`src/rtl/core/dmnc_pkg.sv`:
```
// dmnc_pkg: shared types, codes and helper functions of the coherence node controller
// no dependencies; used by the controller top level
package dmnc_pkg;

  typedef enum logic [3:0] {
    CMD_READ_REQUEST   = 4'd0,
    CMD_WRITE_REQUEST  = 4'd1,
    CMD_REPLY_RD       = 4'd2,
    CMD_REPLY_WR       = 4'd3,
    CMD_REPLY_ID       = 4'd4,
    CMD_INV            = 4'd5,
    CMD_UPGRADE        = 4'd6,
    CMD_WB_INVALIDATE  = 4'd7,
    CMD_WRITEBACK_INT  = 4'd8,
    CMD_FLUSH          = 4'd9,
    CMD_FLUSH_INVACK   = 4'd10,
    CMD_EVICT_SHARED   = 4'd11,
    CMD_EVICT_MODIFIED = 4'd12,
    CMD_LOCAL_READ     = 4'd13,
    CMD_LOCAL_WRITE    = 4'd14
  } cmd_e;

  typedef enum logic [1:0] {
    LST_M = 2'd0,
    LST_E = 2'd1,
    LST_S = 2'd2,
    LST_I = 2'd3
  } line_st_e;

  typedef enum logic [1:0] {
    DIR_EM = 2'd0,
    DIR_S  = 2'd1,
    DIR_U  = 2'd2
  } dir_st_e;

  localparam logic [7:0] ADDR_NONE  = 8'hFF;
  localparam logic [7:0] MEM_STRIDE = 8'd20;

  typedef struct packed {
    cmd_e        typ;
    logic [1:0]  dest;
    logic [7:0]  addr;
    logic [7:0]  val;
    logic [3:0]  shr;
    logic [1:0]  sr;
    logic [1:0]  ds;
  } msg_t;

  typedef struct packed {
    logic [7:0] addr;
    logic [7:0] val;
    line_st_e   st;
  } line_t;

  typedef struct packed {
    dir_st_e    st;
    logic [3:0] bits;
  } dir_t;

  function automatic logic [1:0] lowest_node(input logic [3:0] bits);
    logic [1:0] r;
    r = 2'd0;
    for (int i = 3; i >= 0; i--) begin
      if (bits[i]) r = 2'(i);
    end
    return r;
  endfunction

  function automatic logic [2:0] count_bits(input logic [3:0] bits);
    return 3'(bits[0]) + 3'(bits[1]) + 3'(bits[2]) + 3'(bits[3]);
  endfunction

endpackage

```
`src/rtl/core/directory_mesi_node_controller.sv`:
```
// directory_mesi_node_controller: cache, home memory and directory of one mesi node
// depends on dmnc_pkg for message, line and directory types
//
// flow: a request is registered at accept, processed in the next cycle, and its
//   first message shows in the cycle after that; messages then follow one per cycle
// each request gives 0 to 4 messages and the next waits for them; busy_o covers the
//   processing cycle and the output buffer drain, the receiver cannot stall
// reset: cache lines invalid at address 0xff, directory all U with no sharers,
//   home memory reads index + 20 * node_id until written, node_id 0
module directory_mesi_node_controller #(
  parameter int NODE_COUNT       = 4,
  parameter int CACHE_LINE_COUNT = 4,
  parameter int MEMORY_BLOCKS    = 16
) (
  input  logic                  clk_i,
  input  logic                  rst_ni,
  // configuration write channel
  input  logic                  cfg_valid_i,
  output logic                  cfg_ready_o,
  input  logic [1:0]            cfg_data_i,
  // request side
  input  logic                  start_i,
  output logic                  busy_o,
  input  logic [3:0]            command_i,
  input  logic [1:0]            sender_i,
  input  logic [7:0]            address_i,
  input  logic [7:0]            data_value_i,
  input  logic [3:0]            sharers_i,
  input  logic [1:0]            second_receiver_i,
  input  logic [1:0]            reply_dir_state_i,
  // outgoing messages
  output logic                  out_valid_o,
  output logic [3:0]            out_type_o,
  output logic [1:0]            destination_o,
  output logic [7:0]            out_address_o,
  output logic [7:0]            out_value_o,
  output logic [3:0]            out_sharers_o,
  output logic [1:0]            out_second_receiver_o,
  output logic [1:0]            out_dir_state_o,
  output logic                  last_o
);
  import dmnc_pkg::*;

  localparam int BLK_W  = (MEMORY_BLOCKS > 1) ? $clog2(MEMORY_BLOCKS) : 1;
  localparam int LINE_W = (CACHE_LINE_COUNT > 1) ? $clog2(CACHE_LINE_COUNT) : 1;
  localparam logic [3:0] NODE_MASK =
    (NODE_COUNT >= 4) ? 4'hF : 4'((1 << NODE_COUNT) - 1);

  // one-hot sharer bit of a node, limited to the nodes that exist
  function automatic logic [3:0] node_bit(input logic [1:0] n);
    return (4'b0001 << n) & NODE_MASK;
  endfunction

  // node id reg; host must write it only while no request is in flight, not enforced
  logic [1:0] node_id_q;
  assign cfg_ready_o = 1'b1;

  // request register
  logic       in_valid_q;
  logic [3:0] cmd_q;
  logic [1:0] snd_q, sr_q, rds_q;
  logic [7:0] addr_q, data_q;
  logic [3:0] shr_q;

  // node state
  line_t      line_q [CACHE_LINE_COUNT];
  dir_t       dir_q  [MEMORY_BLOCKS];
  logic [7:0] mem_q  [MEMORY_BLOCKS];
  logic       memv_q [MEMORY_BLOCKS];
  logic       waiting_q, waiting_d;
  logic [7:0] pend_q, pend_d;

  // outgoing message buffer
  msg_t       obuf_q [4];
  logic [2:0] left_q;
  logic [1:0] optr_q;

  logic accept;
  assign accept = start_i && !busy_o;
  assign busy_o = in_valid_q || (left_q != 3'd0);

  // block and line index by small lookup of address bits 3:0, for counts up to 16
  logic [BLK_W-1:0]  blk;
  logic [LINE_W-1:0] li;
  always_comb begin
    blk = '0;
    li  = '0;
    for (int k = 0; k < 16; k++) begin
      if (addr_q[3:0] == 4'(k)) begin
        blk = BLK_W'((k % MEMORY_BLOCKS));
        li  = LINE_W'(((k % MEMORY_BLOCKS) % CACHE_LINE_COUNT));
      end
    end
  end

  line_t      line_cur, line_d;
  dir_t       dir_cur, dir_d;
  logic [7:0] mem_rd, mem_wdata;
  logic       mem_we;
  logic [3:0] home;
  logic       hit;
  logic       ev_need;
  msg_t       ev_msg;
  msg_t       msgs [4];
  logic [2:0] n;
  logic [3:0] other;
  logic [3:0] left_bits;

  assign line_cur = line_q[li];
  assign dir_cur  = dir_q[blk];
  assign home     = addr_q[7:4];
  assign hit      = (line_cur.addr == addr_q) && (line_cur.st != LST_I);
  assign mem_rd   = memv_q[blk] ? mem_q[blk]
                    : (8'(blk) + MEM_STRIDE * {6'd0, node_id_q});

  // eviction notice for a different valid line in the target slot
  always_comb begin
    ev_need = (line_cur.addr != addr_q) && (line_cur.st != LST_I);
    ev_msg  = '0;
    ev_msg.dest = line_cur.addr[5:4];
    ev_msg.addr = line_cur.addr;
    if (line_cur.st == LST_M) begin
      ev_msg.typ = CMD_EVICT_MODIFIED;
      ev_msg.val = line_cur.val;
    end else begin
      ev_msg.typ = CMD_EVICT_SHARED;
    end
  end

  // single-pass processing of the registered request
  always_comb begin
    line_d    = line_cur;
    dir_d     = dir_cur;
    mem_we    = 1'b0;
    mem_wdata = data_q;
    waiting_d = waiting_q;
    pend_d    = pend_q;
    n         = 3'd0;
    other     = dir_cur.bits & ~node_bit(snd_q) & 4'hF;
    left_bits = 4'd0;
    for (int k = 0; k < 4; k++) msgs[k] = '0;

    case (cmd_e'(cmd_q))
      CMD_READ_REQUEST: begin
        if (dir_cur.st == DIR_U) begin
          msgs[0] = '{CMD_REPLY_RD, snd_q, addr_q, mem_rd, 4'd0, 2'd0, DIR_EM};
          dir_d.st   = DIR_EM;
          dir_d.bits = node_bit(snd_q);
        end else if (dir_cur.st == DIR_S) begin
          msgs[0] = '{CMD_REPLY_RD, snd_q, addr_q, mem_rd, 4'd0, 2'd0, DIR_S};
          dir_d.bits = dir_cur.bits | node_bit(snd_q);
        end else begin
          msgs[0] = '{CMD_WRITEBACK_INT, lowest_node(dir_cur.bits), addr_q, 8'd0,
                      4'd0, snd_q, 2'd0};
        end
        n = 3'd1;
      end
      CMD_WRITE_REQUEST: begin
        if (dir_cur.st == DIR_U) begin
          msgs[0] = '{CMD_REPLY_WR, snd_q, addr_q, 8'd0, 4'd0, 2'd0, 2'd0};
        end else if (dir_cur.st == DIR_S) begin
          msgs[0] = '{CMD_REPLY_ID, snd_q, addr_q, 8'd0, other, 2'd0, 2'd0};
        end else begin
          msgs[0] = '{CMD_WB_INVALIDATE, lowest_node(dir_cur.bits), addr_q, data_q,
                      4'd0, snd_q, 2'd0};
        end
        n = 3'd1;
        dir_d.st   = DIR_EM;
        dir_d.bits = node_bit(snd_q);
      end
      CMD_REPLY_RD: begin
        if (ev_need) begin
          msgs[0] = ev_msg;
          n = 3'd1;
        end
        line_d = '{addr_q, data_q, (rds_q == DIR_S) ? LST_S : LST_E};
        waiting_d = 1'b0;
      end
      CMD_REPLY_WR: begin
        if (ev_need) begin
          msgs[0] = ev_msg;
          n = 3'd1;
        end
        line_d = '{addr_q, pend_q, LST_M};
        waiting_d = 1'b0;
      end
      CMD_REPLY_ID: begin
        // invalidations to every listed sharer except this node
        for (int i = 0; i < 4; i++) begin
          if ((i < NODE_COUNT) && shr_q[i] && (2'(i) != node_id_q)) begin
            msgs[n[1:0]] = '{CMD_INV, 2'(i), addr_q, 8'd0, 4'd0, 2'd0, 2'd0};
            n = n + 3'd1;
          end
        end
        if (ev_need) begin
          msgs[n[1:0]] = ev_msg;
          n = n + 3'd1;
        end
        line_d = '{addr_q, pend_q, LST_M};
        waiting_d = 1'b0;
      end
      CMD_INV: begin
        if (line_cur.addr == addr_q) line_d.st = LST_I;
      end
      CMD_UPGRADE: begin
        msgs[0] = '{CMD_REPLY_ID, snd_q, addr_q, 8'd0, other, 2'd0, 2'd0};
        n = 3'd1;
        dir_d.st   = DIR_EM;
        dir_d.bits = node_bit(snd_q);
      end
      CMD_WB_INVALIDATE: begin
        msgs[0] = '{CMD_FLUSH_INVACK, home[1:0], addr_q, line_cur.val, 4'd0, sr_q, 2'd0};
        msgs[1] = '{CMD_FLUSH_INVACK, sr_q, addr_q, line_cur.val, 4'd0, sr_q, 2'd0};
        n = 3'd2;
        line_d.st = LST_I;
      end
      CMD_WRITEBACK_INT: begin
        msgs[0] = '{CMD_FLUSH, home[1:0], addr_q, line_cur.val, 4'd0, sr_q, 2'd0};
        msgs[1] = '{CMD_FLUSH, sr_q, addr_q, line_cur.val, 4'd0, sr_q, 2'd0};
        n = (home != {2'd0, sr_q}) ? 3'd2 : 3'd1;
        line_d.st = LST_S;
      end
      CMD_FLUSH: begin
        if (home == {2'd0, node_id_q}) begin
          dir_d.st   = DIR_S;
          dir_d.bits = dir_cur.bits | node_bit(sr_q);
          mem_we     = 1'b1;
        end
        if (sr_q == node_id_q) begin
          if (ev_need) begin
            msgs[0] = ev_msg;
            n = 3'd1;
          end
          line_d = '{addr_q, data_q, LST_S};
        end
        waiting_d = 1'b0;
      end
      CMD_FLUSH_INVACK: begin
        if (home == {2'd0, node_id_q}) begin
          dir_d.bits = node_bit(sr_q);
          mem_we     = 1'b1;
        end
        if (sr_q == node_id_q) begin
          if (ev_need) begin
            msgs[0] = ev_msg;
            n = 3'd1;
          end
          line_d = '{addr_q, pend_q, LST_M};
        end
        waiting_d = 1'b0;
      end
      CMD_EVICT_SHARED: begin
        if (home == {2'd0, node_id_q}) begin
          left_bits  = dir_cur.bits & ~node_bit(snd_q) & 4'hF;
          dir_d.bits = left_bits;
          if (count_bits(left_bits) == 3'd0) begin
            dir_d.st = DIR_U;
          end else if (count_bits(left_bits) == 3'd1) begin
            dir_d.st = DIR_EM;
            msgs[0] = '{CMD_EVICT_SHARED, lowest_node(left_bits), addr_q, mem_rd,
                        4'd0, 2'd0, 2'd0};
            n = 3'd1;
          end
        end else if ((line_cur.addr == addr_q) && (line_cur.st == LST_S)) begin
          line_d.st = LST_E;
        end
      end
      CMD_EVICT_MODIFIED: begin
        mem_we = 1'b1;
        dir_d  = '{DIR_U, 4'd0};
      end
      CMD_LOCAL_READ: begin
        if (!waiting_q) begin
          pend_d = 8'd0;
          if (!hit) begin
            msgs[0] = '{CMD_READ_REQUEST, home[1:0], addr_q, 8'd0, 4'd0, 2'd0, 2'd0};
            n = 3'd1;
            waiting_d = 1'b1;
          end
        end
      end
      CMD_LOCAL_WRITE: begin
        if (!waiting_q) begin
          pend_d = data_q;
          if (hit && ((line_cur.st == LST_M) || (line_cur.st == LST_E))) begin
            line_d.val = data_q;
            line_d.st  = LST_M;
          end else begin
            msgs[0] = '{hit ? CMD_UPGRADE : CMD_WRITE_REQUEST, home[1:0], addr_q,
                        data_q, 4'd0, 2'd0, 2'd0};
            n = 3'd1;
            waiting_d = 1'b1;
          end
        end
      end
      default: ;
    endcase
  end

  // request register and node id
  always_ff @(posedge clk_i or negedge rst_ni) begin
    if (!rst_ni) begin
      in_valid_q <= 1'b0;
      node_id_q  <= 2'd0;
    end else begin
      in_valid_q <= accept;
      if (cfg_valid_i && cfg_ready_o) node_id_q <= cfg_data_i;
    end
  end

  always_ff @(posedge clk_i) begin
    if (accept) begin
      cmd_q  <= command_i;
      snd_q  <= sender_i;
      addr_q <= address_i;
      data_q <= data_value_i;
      shr_q  <= sharers_i;
      sr_q   <= second_receiver_i;
      rds_q  <= reply_dir_state_i;
    end
  end

  // cache, directory and control state update
  always_ff @(posedge clk_i or negedge rst_ni) begin
    if (!rst_ni) begin
      for (int k = 0; k < CACHE_LINE_COUNT; k++) line_q[k] <= '{ADDR_NONE, 8'd0, LST_I};
      for (int k = 0; k < MEMORY_BLOCKS; k++) begin
        dir_q[k]  <= '{DIR_U, 4'd0};
        memv_q[k] <= 1'b0;
      end
      waiting_q <= 1'b0;
      pend_q    <= 8'd0;
      left_q    <= 3'd0;
      optr_q    <= 2'd0;
    end else begin
      if (in_valid_q) begin
        line_q[li] <= line_d;
        dir_q[blk] <= dir_d;
        if (mem_we) memv_q[blk] <= 1'b1;
        waiting_q  <= waiting_d;
        pend_q     <= pend_d;
        left_q     <= n;
        optr_q     <= 2'd0;
      end else if (left_q != 3'd0) begin
        left_q <= left_q - 3'd1;
        optr_q <= optr_q + 2'd1;
      end
    end
  end

  // home memory data and message buffer payload
  always_ff @(posedge clk_i) begin
    if (in_valid_q) begin
      if (mem_we) mem_q[blk] <= mem_wdata;
      for (int k = 0; k < 4; k++) obuf_q[k] <= msgs[k];
    end
  end

  // drain the buffer one message per cycle
  assign out_valid_o           = (left_q != 3'd0);
  assign out_type_o            = obuf_q[optr_q].typ;
  assign destination_o         = obuf_q[optr_q].dest;
  assign out_address_o         = obuf_q[optr_q].addr;
  assign out_value_o           = obuf_q[optr_q].val;
  assign out_sharers_o         = obuf_q[optr_q].shr;
  assign out_second_receiver_o = obuf_q[optr_q].sr;
  assign out_dir_state_o       = obuf_q[optr_q].ds;
  assign last_o                = (left_q == 3'd1);

endmodule

```
`config.mk`:
```
export PLATFORM = sky130hd
export DESIGN_NAME = directory_mesi_node_controller
export DESIGN_NICKNAME = d
export VERILOG_FILES = /design/src/rtl/core/dmnc_pkg.sv /design/src/rtl/core/directory_mesi_node_controller.sv
export SDC_FILE = /design/constraint.sdc
export NUM_CORES = 1
export LEC_CHECK = 0
export BUFFER_PORTS_ARGS = -buffer_cell sky130_fd_sc_hd__buf_2
export CAP_MARGIN = 20
export CORE_MARGIN = 2
export CORE_UTILIZATION = 60
export DETAILED_ROUTE_END_ITERATION = 12
export PLACE_DENSITY_LB_ADDON = 0.1
export SLEW_MARGIN = 30
export SYNTH_ARGS = -nofsm -noshare
export SYNTH_HDL_FRONTEND = slang
export SYNTH_SLANG_ARGS = --single-unit
```
`constraint.sdc`:
```
create_clock -name clk_i -period 5.8 [get_ports clk_i]
set_input_delay 0.87 -clock clk_i [delete_from_list [all_inputs] [get_ports clk_i]]
set_output_delay 0.87 -clock clk_i [all_outputs]
set_load 0.01 [all_outputs]
```
==> impl_results.md, run 1 <==
* Antenna Nets Post-Route at 0
* Period Utilization, post-route at 0.8548
* Distinct cells, synth at 77
* Mapped Nets at 1,867
* Final hold vios at 0
* Endpoints failing setup at 0
* Mean cell area of the mapped netlist at 12.16 µm²
* Top cells by count, synth: edfxtp_1, nand2_1, nor2_1
* Rows at 70
* Post-synthesis register bit count at approximately 460
* Leak at approximately 0.0092 µW
* Fin. max-slew vios at 0
* Vias in the first global route at between 10,000 and 15,000
* Tot GR Track Use at 0.2955
* Starting Density at 0.6045
* Max Buffers Root-to-Sink at 3
* Num CTS Buffers at 47
* Post-Syn Instances at between 1,500 and 2,000
* Main combinational cell family by area after synthesis: multiplexers
* Die W at ~200 µm
* Routed length per instance at between 20 and 25 µm
* Area Overhead vs Synth at 10.86%
* Fmax at between 0.2 and 0.25 GHz
* Xor and xnor area share after synthesis at 0.009191
* Worst hold path type: input port to asynchronous set/reset pin
* CP peak stage delay at slightly above 1 ns
* CTS tree: done
* Vias post-DR at 14,900
* Cells after DPL at between 2,000 and 2,500
* CTS Sinks at 456
* Post-Synth Simple-Gate Area at 0.1115
* Worst-Margin Slew at around 1.0 ns
* Fin crit period at 4.958 ns
* Drt pass-1 iters at 7
* Req. time, crit path at a little over 6 ns
* Post-Synth Adder-Cell Area at 0.01667
* Slowest cell on the critical path: edfxtp_1
* Worst path most repeated cell: ha_1
* Gr ovfl total at 0
* Top FF cell, synth: edfxtp_1
* Die height at just under 200 µm
* Largest area contributor in the netlist: edfxtp_1
* Worst skew pair latency at about 0.6 ns
* Fraction of registers with async set/reset at 0.4408
* Crit end category: flop
* Worst R2R Path Depth at 15
* DP Wirelength at approximately 36,000 µm
* DRC errors left at 0
* Placer Congestion at around 0.94
* Clk root buf: clkbuf_16
* Nets@finish at between 1,500 and 2,000
* First DRT Iteration DRCs at 1,246
* Area share of the largest cell type after synthesis at 0.3494
* First-pass GRT wire length at about 86,000 µm
* Total of max-cap violations at 0
* Diode count at 0
* Pwr per Cell Area at between 400 and 500 nW/µm²
* Fin cells at roughly 2,300
* Fraction of layout cells with a size suffix above 1 at 0.2227
* Buffers added on ports at 67
* Top-count cell post-synth: edfxtp_1
* DP Worst Slack at around 0.78 ns
* Core area at 36,260 µm²
* Io pins at 70
* Routed WL at roughly 55,000 µm
* Syn Std Cell Area at 21,920 µm²
* Slew headroom at 0.3320
* Vias/cell at 6.379
* CTS resizes at 0
* Setup bufs post-CTS at 0
* Top cells by area, synth: edfxtp_1, dfrtp_1, mux4_2
* Cell Chain, Critical Path: mux4_2 -> nor2b_1 -> a211oi_1 -> a21oi_1 -> o21ai_0 -> xor2_1 -> ha_1 -> ha_1 -> ha_1 -> nor3b_1 -> nand3_1 -> inv_1 -> a31oi_1 -> o22ai_1 -> a221o_1
* RSZ-0062 raised after global routing: no
* Largest net degree at the start of global routing at around 170
* CP max FO at 20
* Setup WS post-layout at 0.8422 ns
* Startpoint types: flop
* Setup CP Type: flop to flop
* Initial antenna violation count at 1
* DIE AREA at between 30,000 and 40,000 µm²
* Sum Neg Setup Slack at 0 ns
* Yosys warning count at 0
* Clk_skew at 0.02940 ns
* Sequential share of the synthesized area at 0.5821
* Crit path DAT at 5.31 ns
* Complex-gate fraction of the synthesized area at 0.1159
* Post-synth EDFFs at roughly 260
* Clk pin slew, worst setup/hold paths at 0.07 ns
* Hold-fix buffers at CTS at 0
* Run status: complete, no violations
* H-Tree Depth at 2
* Mux cell area share after synthesis at 0.1331
* Peak supply drop at around 0.33 mV
[routing by layer]
layer | track usage | up-vias | share of wire
met1 | 0.4290 | 7506 | 0.43
met3 | 0.04750 | 72 | 0.070
li1 | - | 6723 | -
met2 | 0.4738 | 598 | 0.48
met4 | 0.07520 | 2 | 0.020
met5 | 0 | - | 0.00022
[placed cells by master (no fill, tap or decap), types with 9 or more instances in the layout]
master	synthesis	routed
a21oi_1	123	123
mux2i_1	31	31
nand2b_1	12	12
o2bb2ai_1	9	9
o21ai_0	154	154
ha_1	26	26
a22o_1	11	11
mux2_2	31	31
buf_2	19	66
and2_0	9	9
and3_1	10	10
nand2_1	211	211
inv_1	31	31
dfstp_2	56	56
a31oi_1	15	15
o221ai_1	9	9
edfxtp_1	255	255
nor3_1	31	25
or2_2	23	23
nand3_1	35	35
dfrtp_1	145	144
mux4_2	99	99
and2_1	9	9
clkbuf_1	93	14
xnor2_1	19	19
nor2_1	163	159
clkbuf_16	0	47
nor2b_1	11	11
buf_4	7	39
[sequential cells by signal (all words and copies together) (netlist names), 3 cells and up]
signal	cells
mem_q	128
obuf_q	97
dir_q	96
line_q	72
memv_q	16
addr_q	8
data_q	8
pend_q	8
cmd_q	4
shr_q	4
left_q	3
[kinds of logic (layout without fill, tap and decap cells)]
kind of cell | Yosys count | count (layout)
and+or+nand+nor | 548 | 548
xor gates and xnor gates | 23 | 23
buffers and inverters | 165 | 230
AOI/OAI and AO/OA | 418 | 418
DFF | 456 | 456
other | 2 | 2
adders and majority gates | 28 | 28
muxes | 163 | 163
[power breakdown]
| group | internal (µW) | switching (µW) | leakage [µW] |
|---|---|---|---|
| clock | 1770 | 1290 | 0.000761 |
| sequential | 4300 | 478 | 0.00485 |
| combinational | 1370 | 2030 | 0.00362 |
[path summary, 6_finish.rpt]
check	start	end	slack (ns)
min in group clk_i	data_value_i[4]	data_q[4]$_DFFE_PP_	0.45
worst max register to register	addr_q[2]$_DFFE_PP_	obuf_q[0][15]$_SDFFCE_PN0P_	0.84
max in group asynchronous	rst_ni	memv_q[2]$_DFFE_PN0P_	4.38
worst max-delay path	addr_q[2]$_DFFE_PP_	obuf_q[0][15]$_SDFFCE_PN0P_	0.84
worst min register to register	memv_q[2]$_DFFE_PN0P_	memv_q[2]$_DFFE_PN0P_	0.46
worst min-delay path	rst_ni	optr_q[1]$_DFFE_PN0P_	0.18
[area by class of cell]
| type | count | area (µm²) |
|---|---|---|
| clock buffer | 63 | 1256 |
| inverter | 31 | 116.4 |
| tap | 468 | 585.6 |
| fill | 2651 | 11960 |
| multi-input combinational | 1182 | 8532 |
| timing repair buffer | 112 | 745.7 |
| clock inverter | 24 | 300.3 |
| sequential | 456 | 12760 |
[stage by stage]
| stage | utilization | hold WS [ns] | power [µW] | cell area, µm² |
|---|---|---|---|---|
| floorplan | - | 0.4337 | 7113 | 21920 |
| global placement | 0.6243 | 0.4454 | 8090 | 22640 |
| detailed placement | 0.6252 | 0.4509 | 8208 | 22670 |
| CTS | 0.6681 | 0.1625 | 11270 | 24230 |
| global route | 0.6701 | 0.1729 | 11830 | 24300 |
| finish | 0.6701 | 0.1791 | 11240 | 24300 |
[critical path, delay by kind of cell, from the launching register on]
kind | cells | cell delay, ns
AOI/OAI and AO/OA | 6 | 1.77
xor gates and xnor gates | 1 | 0.21
adders and majority gates | 3 | 0.81
buffers and inverters | 1 | 0.16
DFF | 1 | 1.01
muxes | 1 | 0.35
and+or+nand+nor | 3 | 0.41
(Power assumes the default switching activity.)
==> run 2, diff against run 1 <==
--- a/config.mk
+++ b/config.mk
@@ -11,6 +11,7 @@
 export CORE_UTILIZATION = 60
 export DETAILED_ROUTE_END_ITERATION = 12
 export PLACE_DENSITY_LB_ADDON = 0.1
+export REMOVE_ABC_BUFFERS = 1
 export SLEW_MARGIN = 30
 export SYNTH_ARGS = -nofsm -noshare
 export SYNTH_HDL_FRONTEND = slang
==> run 2 against run 1 <==
Net effect: combinational power fell by 1%; final cell count rose by 0.30%; critical path depth stayed put; largest power group unchanged.
==> impl_results.md, run 2 (synthesis gave the netlist of run 1 again) <==
* H-Tree Depth at 2 (unchanged)
* Die W at 195.1 µm (unchanged)
* Fraction of layout cells with a size suffix above 1 at 0.2240 (was 0.2227)
* Die height at 195.1 µm (unchanged)
* Post-layout util at 0.6692 (was 0.6701)
* Vias/cell at 6.383 (was 6.379)
* Io pins at 70 (unchanged)
* Clk pin slew, worst setup/hold paths at 0.06 ns (was 0.07 ns)
* CTS tree: done (unchanged)
* DP Wirelength at 36,750 µm (was 36,470 µm)
* Setup bufs post-CTS at 0 (unchanged)
* Vias post-DR at 14,960 (was 14,900)
* Peak supply drop at 0.2840 mV (was 0.3300 mV)
* Area Overhead vs Synth at 10.71% (was 10.86%)
* RSZ-0062 raised after global routing: no (unchanged)
* First-pass GRT wire length at 85,570 µm (was 85,820 µm)
* Setup WS post-layout at 0.7126 ns (was 0.8422 ns)
* First DRT Iteration DRCs at 1,287 (was 1,246)
* Req. time, crit path at 6.13 ns (was 6.15 ns)
* Total of max-cap violations at 0 (unchanged)
* Drt pass-1 iters at 5 (was 7)
* Endpoints failing setup at 0 (unchanged)
* CTS resizes at 0 (unchanged)
* Worst hold path type: input port to asynchronous set/reset pin (unchanged)
* Fin. max-slew vios at 0 (unchanged)
* Most common cell after layout, fill and taps aside: edfxtp_1 (unchanged)
* Crit end category: flop (unchanged)
* Largest net degree at the start of global routing at 74 (was 171)
* Period Utilization, post-route at 0.8771 (was 0.8548)
* CTS Sinks at 456 (unchanged)
* Sum Neg Setup Slack at 0 ns (unchanged)
* Gr ovfl total at 0 (unchanged)
* Initial antenna violation count at 0 (was 1)
* Crit path DAT at 5.42 ns (was 5.31 ns)
* Nets@finish at 1,900 (was 1,894)
* Pwr per Cell Area at 461.8 nW/µm² (was 462.8 nW/µm²)
* Max Buffers Root-to-Sink at 3 (unchanged)
* Reg with most FFs: mem_q (unchanged)
* Clk root buf: clkbuf_16 (unchanged)
* Routed WL at 54,260 µm (was 55,180 µm)
* Clk_skew at 0.01390 ns (was 0.02940 ns)
* Routed length per instance at 23.16 µm (was 23.62 µm)
* Fin crit period at 5.087 ns (was 4.958 ns)
* Slew headroom at 0.3284 (was 0.3320)
* Setup CP Type: flop to flop (unchanged)
* Num CTS Buffers at 47 (unchanged)
* Tot GR Track Use at 0.2931 (was 0.2955)
* Top flop regs: mem_q: 128 flops, obuf_q: 97 flops, dir_q: 96 flops (unchanged)
* Antenna Nets Post-Route at 0 (unchanged)
* Rows at 70 (unchanged)
* Final hold vios at 0 (unchanged)
* Core area at 36,260 µm² (unchanged)
* Worst skew pair latency at 0.59 ns (was 0.60 ns)
* Total Power at 11,210 µW (was 11,240 µW)
* Worst-Margin Slew at 1.004 ns (was 0.9983 ns)
* DIE AREA at 38,070 µm² (unchanged)
* Min Hold Slack at 0.2568 ns (was 0.1791 ns)
* Diode count at 0 (unchanged)
* Max reg flops at 128 (unchanged)
* Vias in the first global route at 14,800 (was 14,420)
* Placer Congestion at 0.9099 (was 0.9435)
* Run status: complete, no violations (unchanged)
* Most frequent cells in the layout: edfxtp_1, nand2_1, nor2_1 (unchanged)
* Fmax at 0.1966 GHz (was 0.2017 GHz)
* CP max FO at 19 (was 20)
* Hold-fix buffers at CTS at 0 (unchanged)
* DP Worst Slack at 0.7932 ns (was 0.7794 ns)
* Starting Density at 0.6045 (unchanged)
* Startpoint types: flop (unchanged)
* DRC errors left at 0 (unchanged)
* Leak at 0.009250 µW (was 0.009229 µW)
* Buffers added on ports at 67 (unchanged)
## run 2: metal layers
metal / vias to the layer above / wire, µm / global-route usage
li1: 6754 / - / -
met1: 7514 / 22890 / 0.4118
met2: 595 / 26440 / 0.4824
met3: 93 / 3773 / 0.04801
met4: 0 / 1154 / 0.07860
met5: - / 0 / 0
## run 2: worst max-delay path, cell delays in order (launching register included)
cell and delay, ns:
edfxtp_1 0.94, mux4_2 0.34, nor2b_1 0.13, a211oi_1 0.06
a21oi_1 0.44, o21ai_0 0.33, xor2_1 0.22, ha_1 0.32
ha_1 0.20, ha_1 0.29, nor3b_1 0.07, nand3_1 0.20
inv_1 0.14, a31oi_1 0.65, o22ai_1 0.20, a221o_1 0.29
## run 2: final timing paths
| check | from | end | slack (ns) | depth (start not counted) |
|---|---|---|---|---|
| worst min register to register | memv_q[1]$_DFFE_PN0P_ | memv_q[1]$_DFFE_PN0P_ | 0.47 | 1 |
| min in group clk_i | data_value_i[6] | data_q[6]$_DFFE_PP_ | 0.45 | 1 |
| worst max register to register | addr_q[2]$_DFFE_PP_ | obuf_q[0][13]$_SDFFCE_PN0P_ | 0.71 | 15 |
| worst min-delay path | rst_ni | memv_q[0]$_DFFE_PN0P_ | 0.26 | 1 |
| max in group asynchronous | rst_ni | optr_q[1]$_DFFE_PN0P_ | 4.23 | 2 |
| worst max-delay path | addr_q[2]$_DFFE_PP_ | obuf_q[0][13]$_SDFFCE_PN0P_ | 0.71 | 15 |
## run 2: where the power goes
group | total [µW] | internal, µW | switching, µW
registers | 4810 | 4300 | 507
logic | 3370 | 1360 | 2000
clock network | 3030 | 1780 | 1250
total | 11200 | 7440 | 3760
## run 2: layout make-up
type	instances	area, µm²
Clock buffer	61	1269
Sequential cell	456	12760
Timing Repair Buffer	118	730.7
Multi-Input combinational cell	1182	8507
Inverter	31	116.4
Clock inverter	27	294.0
Tap cell	468	585.6
Fill cell	2656	12000
## run 2: stage by stage
step,instance area (µm²),cells
CTS,24250,2343
global route,24260,2343
floorplan,21350,1669
detailed placement,22690,2255
finish,24260,2343
global placement,22680,2255
